**src/rtl/core/dmxr_pkg.sv**
```systemverilog
// ----------------------------------------------------------------------------
// DMX512 slot receiver package
// Shared constants, receiver phase encoding and the per-word result record.
// ----------------------------------------------------------------------------
package dmxr_pkg;

  localparam int CHANNELS   = 16;
  localparam int CH_IDX_W   = 4;
  localparam int SLOT_W     = 9;
  localparam int DATA_W     = 8;

  localparam logic [SLOT_W-1:0] SLOT_ONE   = SLOT_W'(1);
  localparam logic [SLOT_W-1:0] CH_COUNT   = SLOT_W'(CHANNELS);
  localparam logic [DATA_W-1:0] START_CODE = '0;

  typedef enum logic [1:0] {
    PH_IDLE  = 2'd0,
    PH_BREAK = 2'd1,
    PH_SKIP  = 2'd2,
    PH_DATA  = 2'd3
  } phase_t;

  typedef struct packed {
    logic                write_valid;
    logic [CH_IDX_W-1:0] channel_index;
    logic [DATA_W-1:0]   channel_value;
    logic                value_changed;
    logic [CHANNELS-1:0] changed_mask;
    phase_t              receiver_state;
  } dmxr_result_t;

endpackage

```
**src/rtl/core/dmxr_slot_fsm.sv**
```systemverilog
// ----------------------------------------------------------------------------
// DMX512 slot sequencer
// Tracks break, start code and slot count, and owns the channel store and the
// sticky changed mask. State advances on step; the result is combinational.
// ----------------------------------------------------------------------------
module dmxr_slot_fsm import dmxr_pkg::*; (
  input  logic               clk,
  input  logic               rst,
  input  logic               step,
  input  logic [DATA_W-1:0]  rx_byte,
  input  logic               frame_error,
  input  logic [SLOT_W-1:0]  start_address,
  output dmxr_result_t       result
);

  phase_t              phase, phase_next;
  logic [SLOT_W-1:0]   slot_counter, slot_counter_next;
  logic [DATA_W-1:0]   channel_store [CHANNELS];
  logic [CHANNELS-1:0] new_flags, new_flags_next;
  logic [CH_IDX_W-1:0] idx;
  logic                capture;
  logic                changed;

  // Next phase and slot count.
  always_comb begin
    phase_next        = phase;
    slot_counter_next = slot_counter;
    if (frame_error) begin
      phase_next = PH_BREAK;
    end else begin
      case (phase)
        PH_BREAK: begin
          if (rx_byte != START_CODE) begin
            phase_next = PH_IDLE;
          end else begin
            slot_counter_next = start_address - SLOT_ONE;
            phase_next = (start_address == SLOT_ONE) ? PH_DATA : PH_SKIP;
          end
        end
        PH_SKIP: begin
          slot_counter_next = slot_counter - SLOT_ONE;
          if (slot_counter == SLOT_ONE) begin
            phase_next = PH_DATA;
          end
        end
        PH_DATA: begin
          slot_counter_next = slot_counter + SLOT_ONE;
          if (slot_counter_next >= CH_COUNT) begin
            phase_next = PH_IDLE;
          end
        end
        default: begin
          phase_next = phase;
        end
      endcase
    end
  end

  // Capture decision and result word.
  always_comb begin
    idx            = slot_counter[CH_IDX_W-1:0];
    capture        = !frame_error && (phase == PH_DATA);
    changed        = capture && (channel_store[idx] != rx_byte);
    new_flags_next = new_flags;
    if (changed) begin
      new_flags_next[idx] = 1'b1;
    end
    result.write_valid    = capture;
    result.channel_index  = capture ? idx : '0;
    result.channel_value  = capture ? rx_byte : '0;
    result.value_changed  = changed;
    result.changed_mask   = new_flags_next;
    result.receiver_state = phase_next;
  end

  always_ff @(posedge clk) begin
    if (rst) begin
      phase        <= PH_IDLE;
      slot_counter <= '0;
      new_flags    <= '0;
      for (int i = 0; i < CHANNELS; i++) begin
        channel_store[i] <= '0;
      end
    end else if (step) begin
      phase        <= phase_next;
      slot_counter <= slot_counter_next;
      new_flags    <= new_flags_next;
      if (changed) begin
        channel_store[idx] <= rx_byte;
      end
    end
  end

endmodule

```
**src/rtl/core/dmx512_slot_receiver.sv**
```systemverilog
// ----------------------------------------------------------------------------
// DMX512 slot receiver
// Follows break and start code, skips to the start address and captures a
// block of channel values, reporting one result word per received byte.
// ----------------------------------------------------------------------------
//  Channel   Handshake              Payload
//  rx        rx_valid / rx_stall    rx_byte, frame_error
//  res       res_valid / res_stall  write_valid, channel_index, channel_value,
//                                   value_changed, changed_mask, receiver_state
//  cfg       cfg_valid / cfg_ready  cfg_data (start address)
//
// Each byte is taken into the input register and then evaluated into the
// result register; one word per cycle is sustained while res does not stall.
// The sequencer state and channel store step as a word moves into the result
// register. A stall on res holds the result and backs up into the input
// register and then onto rx_stall.
// Reset clears the channel store and changed mask and sets start address 1.
// ----------------------------------------------------------------------------
module dmx512_slot_receiver import dmxr_pkg::*; (
  input  logic                clk,
  input  logic                rst,
  input  logic                cfg_valid,
  output logic                cfg_ready,
  input  logic [SLOT_W-1:0]   cfg_data,
  input  logic                rx_valid,
  output logic                rx_stall,
  input  logic [DATA_W-1:0]   rx_byte,
  input  logic                frame_error,
  output logic                res_valid,
  input  logic                res_stall,
  output logic                write_valid,
  output logic [CH_IDX_W-1:0] channel_index,
  output logic [DATA_W-1:0]   channel_value,
  output logic                value_changed,
  output logic [CHANNELS-1:0] changed_mask,
  output logic [1:0]          receiver_state
);

  logic [SLOT_W-1:0] start_address;
  logic              hold_valid;
  logic [DATA_W-1:0] hold_byte;
  logic              hold_fe;
  logic              advance;
  logic              accept;
  dmxr_result_t      result;
  dmxr_result_t      res_word;

  assign cfg_ready = 1'b1;
  assign advance   = hold_valid && (!res_valid || !res_stall);
  assign rx_stall  = hold_valid && !advance;
  assign accept    = rx_valid && !rx_stall;

  // A start address of zero is repaired to one.
  always_ff @(posedge clk) begin
    if (rst) begin
      start_address <= SLOT_ONE;
    end else if (cfg_valid && cfg_ready) begin
      start_address <= (cfg_data == '0) ? SLOT_ONE : cfg_data;
    end
  end

  always_ff @(posedge clk) begin
    if (rst) begin
      hold_valid <= 1'b0;
    end else if (accept) begin
      hold_valid <= 1'b1;
    end else if (advance) begin
      hold_valid <= 1'b0;
    end
  end

  always_ff @(posedge clk) begin
    if (accept) begin
      hold_byte <= rx_byte;
      hold_fe   <= frame_error;
    end
  end

  dmxr_slot_fsm u_fsm (
    .clk           (clk),
    .rst           (rst),
    .step          (advance),
    .rx_byte       (hold_byte),
    .frame_error   (hold_fe),
    .start_address (start_address),
    .result        (result)
  );

  always_ff @(posedge clk) begin
    if (rst) begin
      res_valid <= 1'b0;
    end else if (advance) begin
      res_valid <= 1'b1;
    end else if (!res_stall) begin
      res_valid <= 1'b0;
    end
  end

  always_ff @(posedge clk) begin
    if (advance) begin
      res_word <= result;
    end
  end

  assign write_valid    = res_word.write_valid;
  assign channel_index  = res_word.channel_index;
  assign channel_value  = res_word.channel_value;
  assign value_changed  = res_word.value_changed;
  assign changed_mask   = res_word.changed_mask;
  assign receiver_state = res_word.receiver_state;

endmodule

```
**config.mk**
```make
export PLATFORM = sky130hd
export DESIGN_NAME = dmx512_slot_receiver
export DESIGN_NICKNAME = d
export VERILOG_FILES = /design/src/rtl/core/dmxr_pkg.sv /design/src/rtl/core/dmxr_slot_fsm.sv /design/src/rtl/core/dmx512_slot_receiver.sv
export SDC_FILE = /design/constraint.sdc
export NUM_CORES = 1
export LEC_CHECK = 0
export BUFFER_PORTS_ARGS = -buffer_cell sky130_fd_sc_hd__buf_2
export CAP_MARGIN = 15
export CORE_MARGIN = 10
export CORE_UTILIZATION = 55
export CTS_CLUSTER_SIZE = 25
export DETAILED_ROUTE_END_ITERATION = 8
export PLACE_DENSITY = 0.78
export SYNTH_ARGS = -nofsm -noshare
export SYNTH_HDL_FRONTEND = slang
export SYNTH_SLANG_ARGS = --single-unit
```
**constraint.sdc**
```tcl
create_clock -name clk -period 3.6 [get_ports clk]
set_input_delay 0.36 -clock clk [delete_from_list [all_inputs] [get_ports clk]]
set_output_delay 0.36 -clock clk [all_outputs]
set_load 0.02 [all_outputs]
```
==> results by group <==
Drt
  – Total number of vias: 7036
  – Final wirelength: 26.1 mm
  – Vias per inst: 6.20
  – Drc violations: 0
  – Post-DR wirelength/cell: 23.1 um
  – ANT nets after route: 0
  – Drt pass-1 iters: 5
  – First-iteration detailed-routing DRC count: 754

Min path
  – Hold path start: rx_byte[4]
  – HP Class: in -> reg

Run
  – Max Cap Viol: 0

Synthesis
  – Post-Syn Area: 9970 um^2
  – Synthesis-stage register bit count: 211
  – Sequential fraction of the synthesis area: 59.3%
  – Mapped Avg Cell Area: 12.0 um^2
  – Syn. warnings: 0
  – Area share of the leading cell type in the synthesized netlist: 50.9%
  – Post-synth cell types: 61
  – Number of flops mapped to enable cells by yosys: 169
  – Most area-consuming cells after synthesis: edfxtp_1, dfxtp_1, nor2_1, mux4_2, mux2i_1
  – Main synth FF type: edfxtp_1
  – Syn_nets: 862
  – Biggest area consumer among synthesized cells: edfxtp_1
  – Asr flop ratio synth: 0%
  – Cells after Synth: 833

Clocking
  – Clk_lat worst skew: 0.50 ns
  – # resized after CTS: 0
  – Max Root-Sink Buffers: 3
  – H-tree depth: 1
  – Clock slew at reported path FFs: 0.06 ns
  – CTS tree: done
  – CTS buffer count: 22
  – CTS Hold Bufs: 0
  – Clock Sinks: 211
  – Clock tree root driver cell: clkbuf_16
  – Post-CTS setup buffer count: 0

Placement
  – Final GP Congestion: 0.902
  – DP Wirelength: 18.1 mm
  – Setup WS pre-CTS: 0.190 ns
  – Port Buf Inserts: 56
  – Placed Cells: 1094

STA
  – Setup WS post-layout: 0.163 ns
  – Clock Skew: 0.00934 ns
  – Setup TNS: 0 ns
  – Slew @ Worst Pin: 1.01 ns
  – Slew Viols, Final: 0
  – Min cycle time layout: 3.44 ns
  – Slew margin rel.: 32.2%
  – Period utilisation layout: 95.5%
  – FMAX: 291 MHz
  – Count of final setup violators: 0
  – Final Hold Fails: 0
  – RSZ-0062 raised after global routing: false

Pwr
  – Comb pwr share: 5.4%
  – Worst vdd ir: 0.369 mV
  – Seq pwr share: 53.2%
  – Psw: 1.13 mW
  – Leak: 3.83 nW
  – Pint: 4.03 mW
  – Net Sw Frac: 21.9%
  – Clock Power Share: 41.4%
  – Pwr per Cell Area: 457 nW/um^2

Finish
  – Commonest non-fill, non-tap cell in the layout: edfxtp_1
  – Antenna cells: 0
  – Final cell count without fillers: 1134
  – Most frequent cells in the layout: edfxtp_1, nor2_1, nand2_1
  – Final nets: 918
  – Layout cell share with drive strength beyond 1: 19.6%
  – Area delta synth->final: 13.3%

Floorplan
  – Row count: 49
  – Starting Density: 55.7%
  – Area of the core: 17900 um^2
  – Die height: 155 um
  – Total die area: 23900 um^2
  – Die X: 155 um
  – I/O Pins: 58

Worst setup path
  – Worst endpoint required time: 3.72 ns
  – Arrival time worst endpoint: 3.56 ns
  – Kind of capture point of the worst setup path: flip-flop
  – Worst-path fanout max: 12
  – Crit Path Class: reg -> reg
  – CP Launch Type: flip-flop

Run status
  – Status: finished, final reports clean

Global routing
  – Tot GR Track Use: 21.5%
  – Pin count of the biggest net entering global routing: 46
  – Vias in the first global route: 7154
  – Global-route wire length before repair: 40.5 mm
  – Antenna violations before repair: 0
  – Grt ovf: 0
==> Yosys cell counts, types with 9 or more instances <==
library cell / count
a21oi_1: 14
and2_1: 15
buf_2: 21
clkbuf_1: 30
dfxtp_1: 42
edfxtp_1: 169
inv_1: 13
mux2i_1: 42
mux4_2: 20
nand2_1: 66
nand3_1: 13
nor2_1: 153
nor2b_1: 12
nor3_1: 16
nor4b_2: 10
o21ai_0: 16
o21ai_1: 14
o21bai_1: 16
o2bb2ai_1: 9
xnor2_1: 11
xor2_1: 21
==> worst paths after layout <==
path | end | slack, ns | cells after the start
setup / recovery | u_fsm.channel_store[14][7] | 0.16 | 9
setup reg to reg | u_fsm.channel_store[14][7] | 0.16 | 9
hold / removal | hold_byte[4] | 0.03 | 1
hold reg to reg | u_fsm.new_flags[2] | 0.46 | 2
==> registers in the layout, indices dropped and copies added (netlist names), named ones only <==
register	count
hold_fe	1
start_address	9
hold_valid	1
channel_index	4
u_fsm.slot_counter	9
u_fsm.channel_store	128
channel_value	8
u_fsm.phase	2
value_changed	1
write_valid	1
receiver_state	2
res_valid	1
u_fsm.new_flags	16
changed_mask	16
hold_byte	8
==> routing by layer <==
metal	track usage, %	up-vias	part of all wire (%)
li1	-	3144	-
met1	25.9	3436	37
met4	10.4	0	4.6
met2	36.9	378	50
met3	3.36	78	8.1
met5	0	-	0
==> metrics by stage <==
step | hold slack [ns] | area [um^2] | power (mW) | utilization, %
floorplan | 0.414 | 9970 | 2.95 | -
global placement | 0.424 | 10600 | 3.07 | 59.3
detailed placement | 0.438 | 10600 | 3.08 | 59.3
CTS | 0.0250 | 11300 | 5.18 | 63.0
global route | 0.0271 | 11300 | 5.30 | 63.1
finish | 0.0278 | 11300 | 5.17 | 63.1
==> logic make-up (layout without fill, tap and decap cells) <==
group / after synthesis / after routing / synth area share [%]
AOI/OAI and AO/OA: 113 / 113 / 8.24
xor gates and xnor gates: 33 / 33 / 2.97
adders and majority gates: 6 / 6 / 0.753
buffers and inverters: 76 / 148 / 3.54
DFF: 211 / 211 / 59.3
muxes: 68 / 68 / 9.41
other: 1 / 1 / 0.0376
and+or+nand+nor: 325 / 325 / 15.7
==> cell type report <==
cell class	instances	area (um^2)
fill	1311	6610
sequential	211	5920
multi-input combinational	546	3760
timing repair buffer	94	607
clock buffer	28	594
tap	229	287
clock inverter	12	77.6
inverter	14	52.6
==> power groups by stage <==
stage	Combinational [mW]	Sequential, mW	Clock (mW)
final	0.278	2.75	2.14
after detailed placement	0.274	2.80	0
after global placement	0.268	2.80	0
after global routing	0.300	2.76	2.25
after floorplan	0.163	2.79	0
after CTS	0.277	2.75	2.15
==> worst max-delay path: stages, from the launching register on <==
cell	delay [ns]
dfxtp_1	0.40
buf_4	0.25
nor2b_1	0.34
a2bb2oi_1	0.15
and4_1	0.26
o21ai_1	0.23
a2bb2oi_2	0.33
buf_4	0.23
o31ai_4	0.10
o21ai_1	0.76
Power figures use the tool's default switching activity.
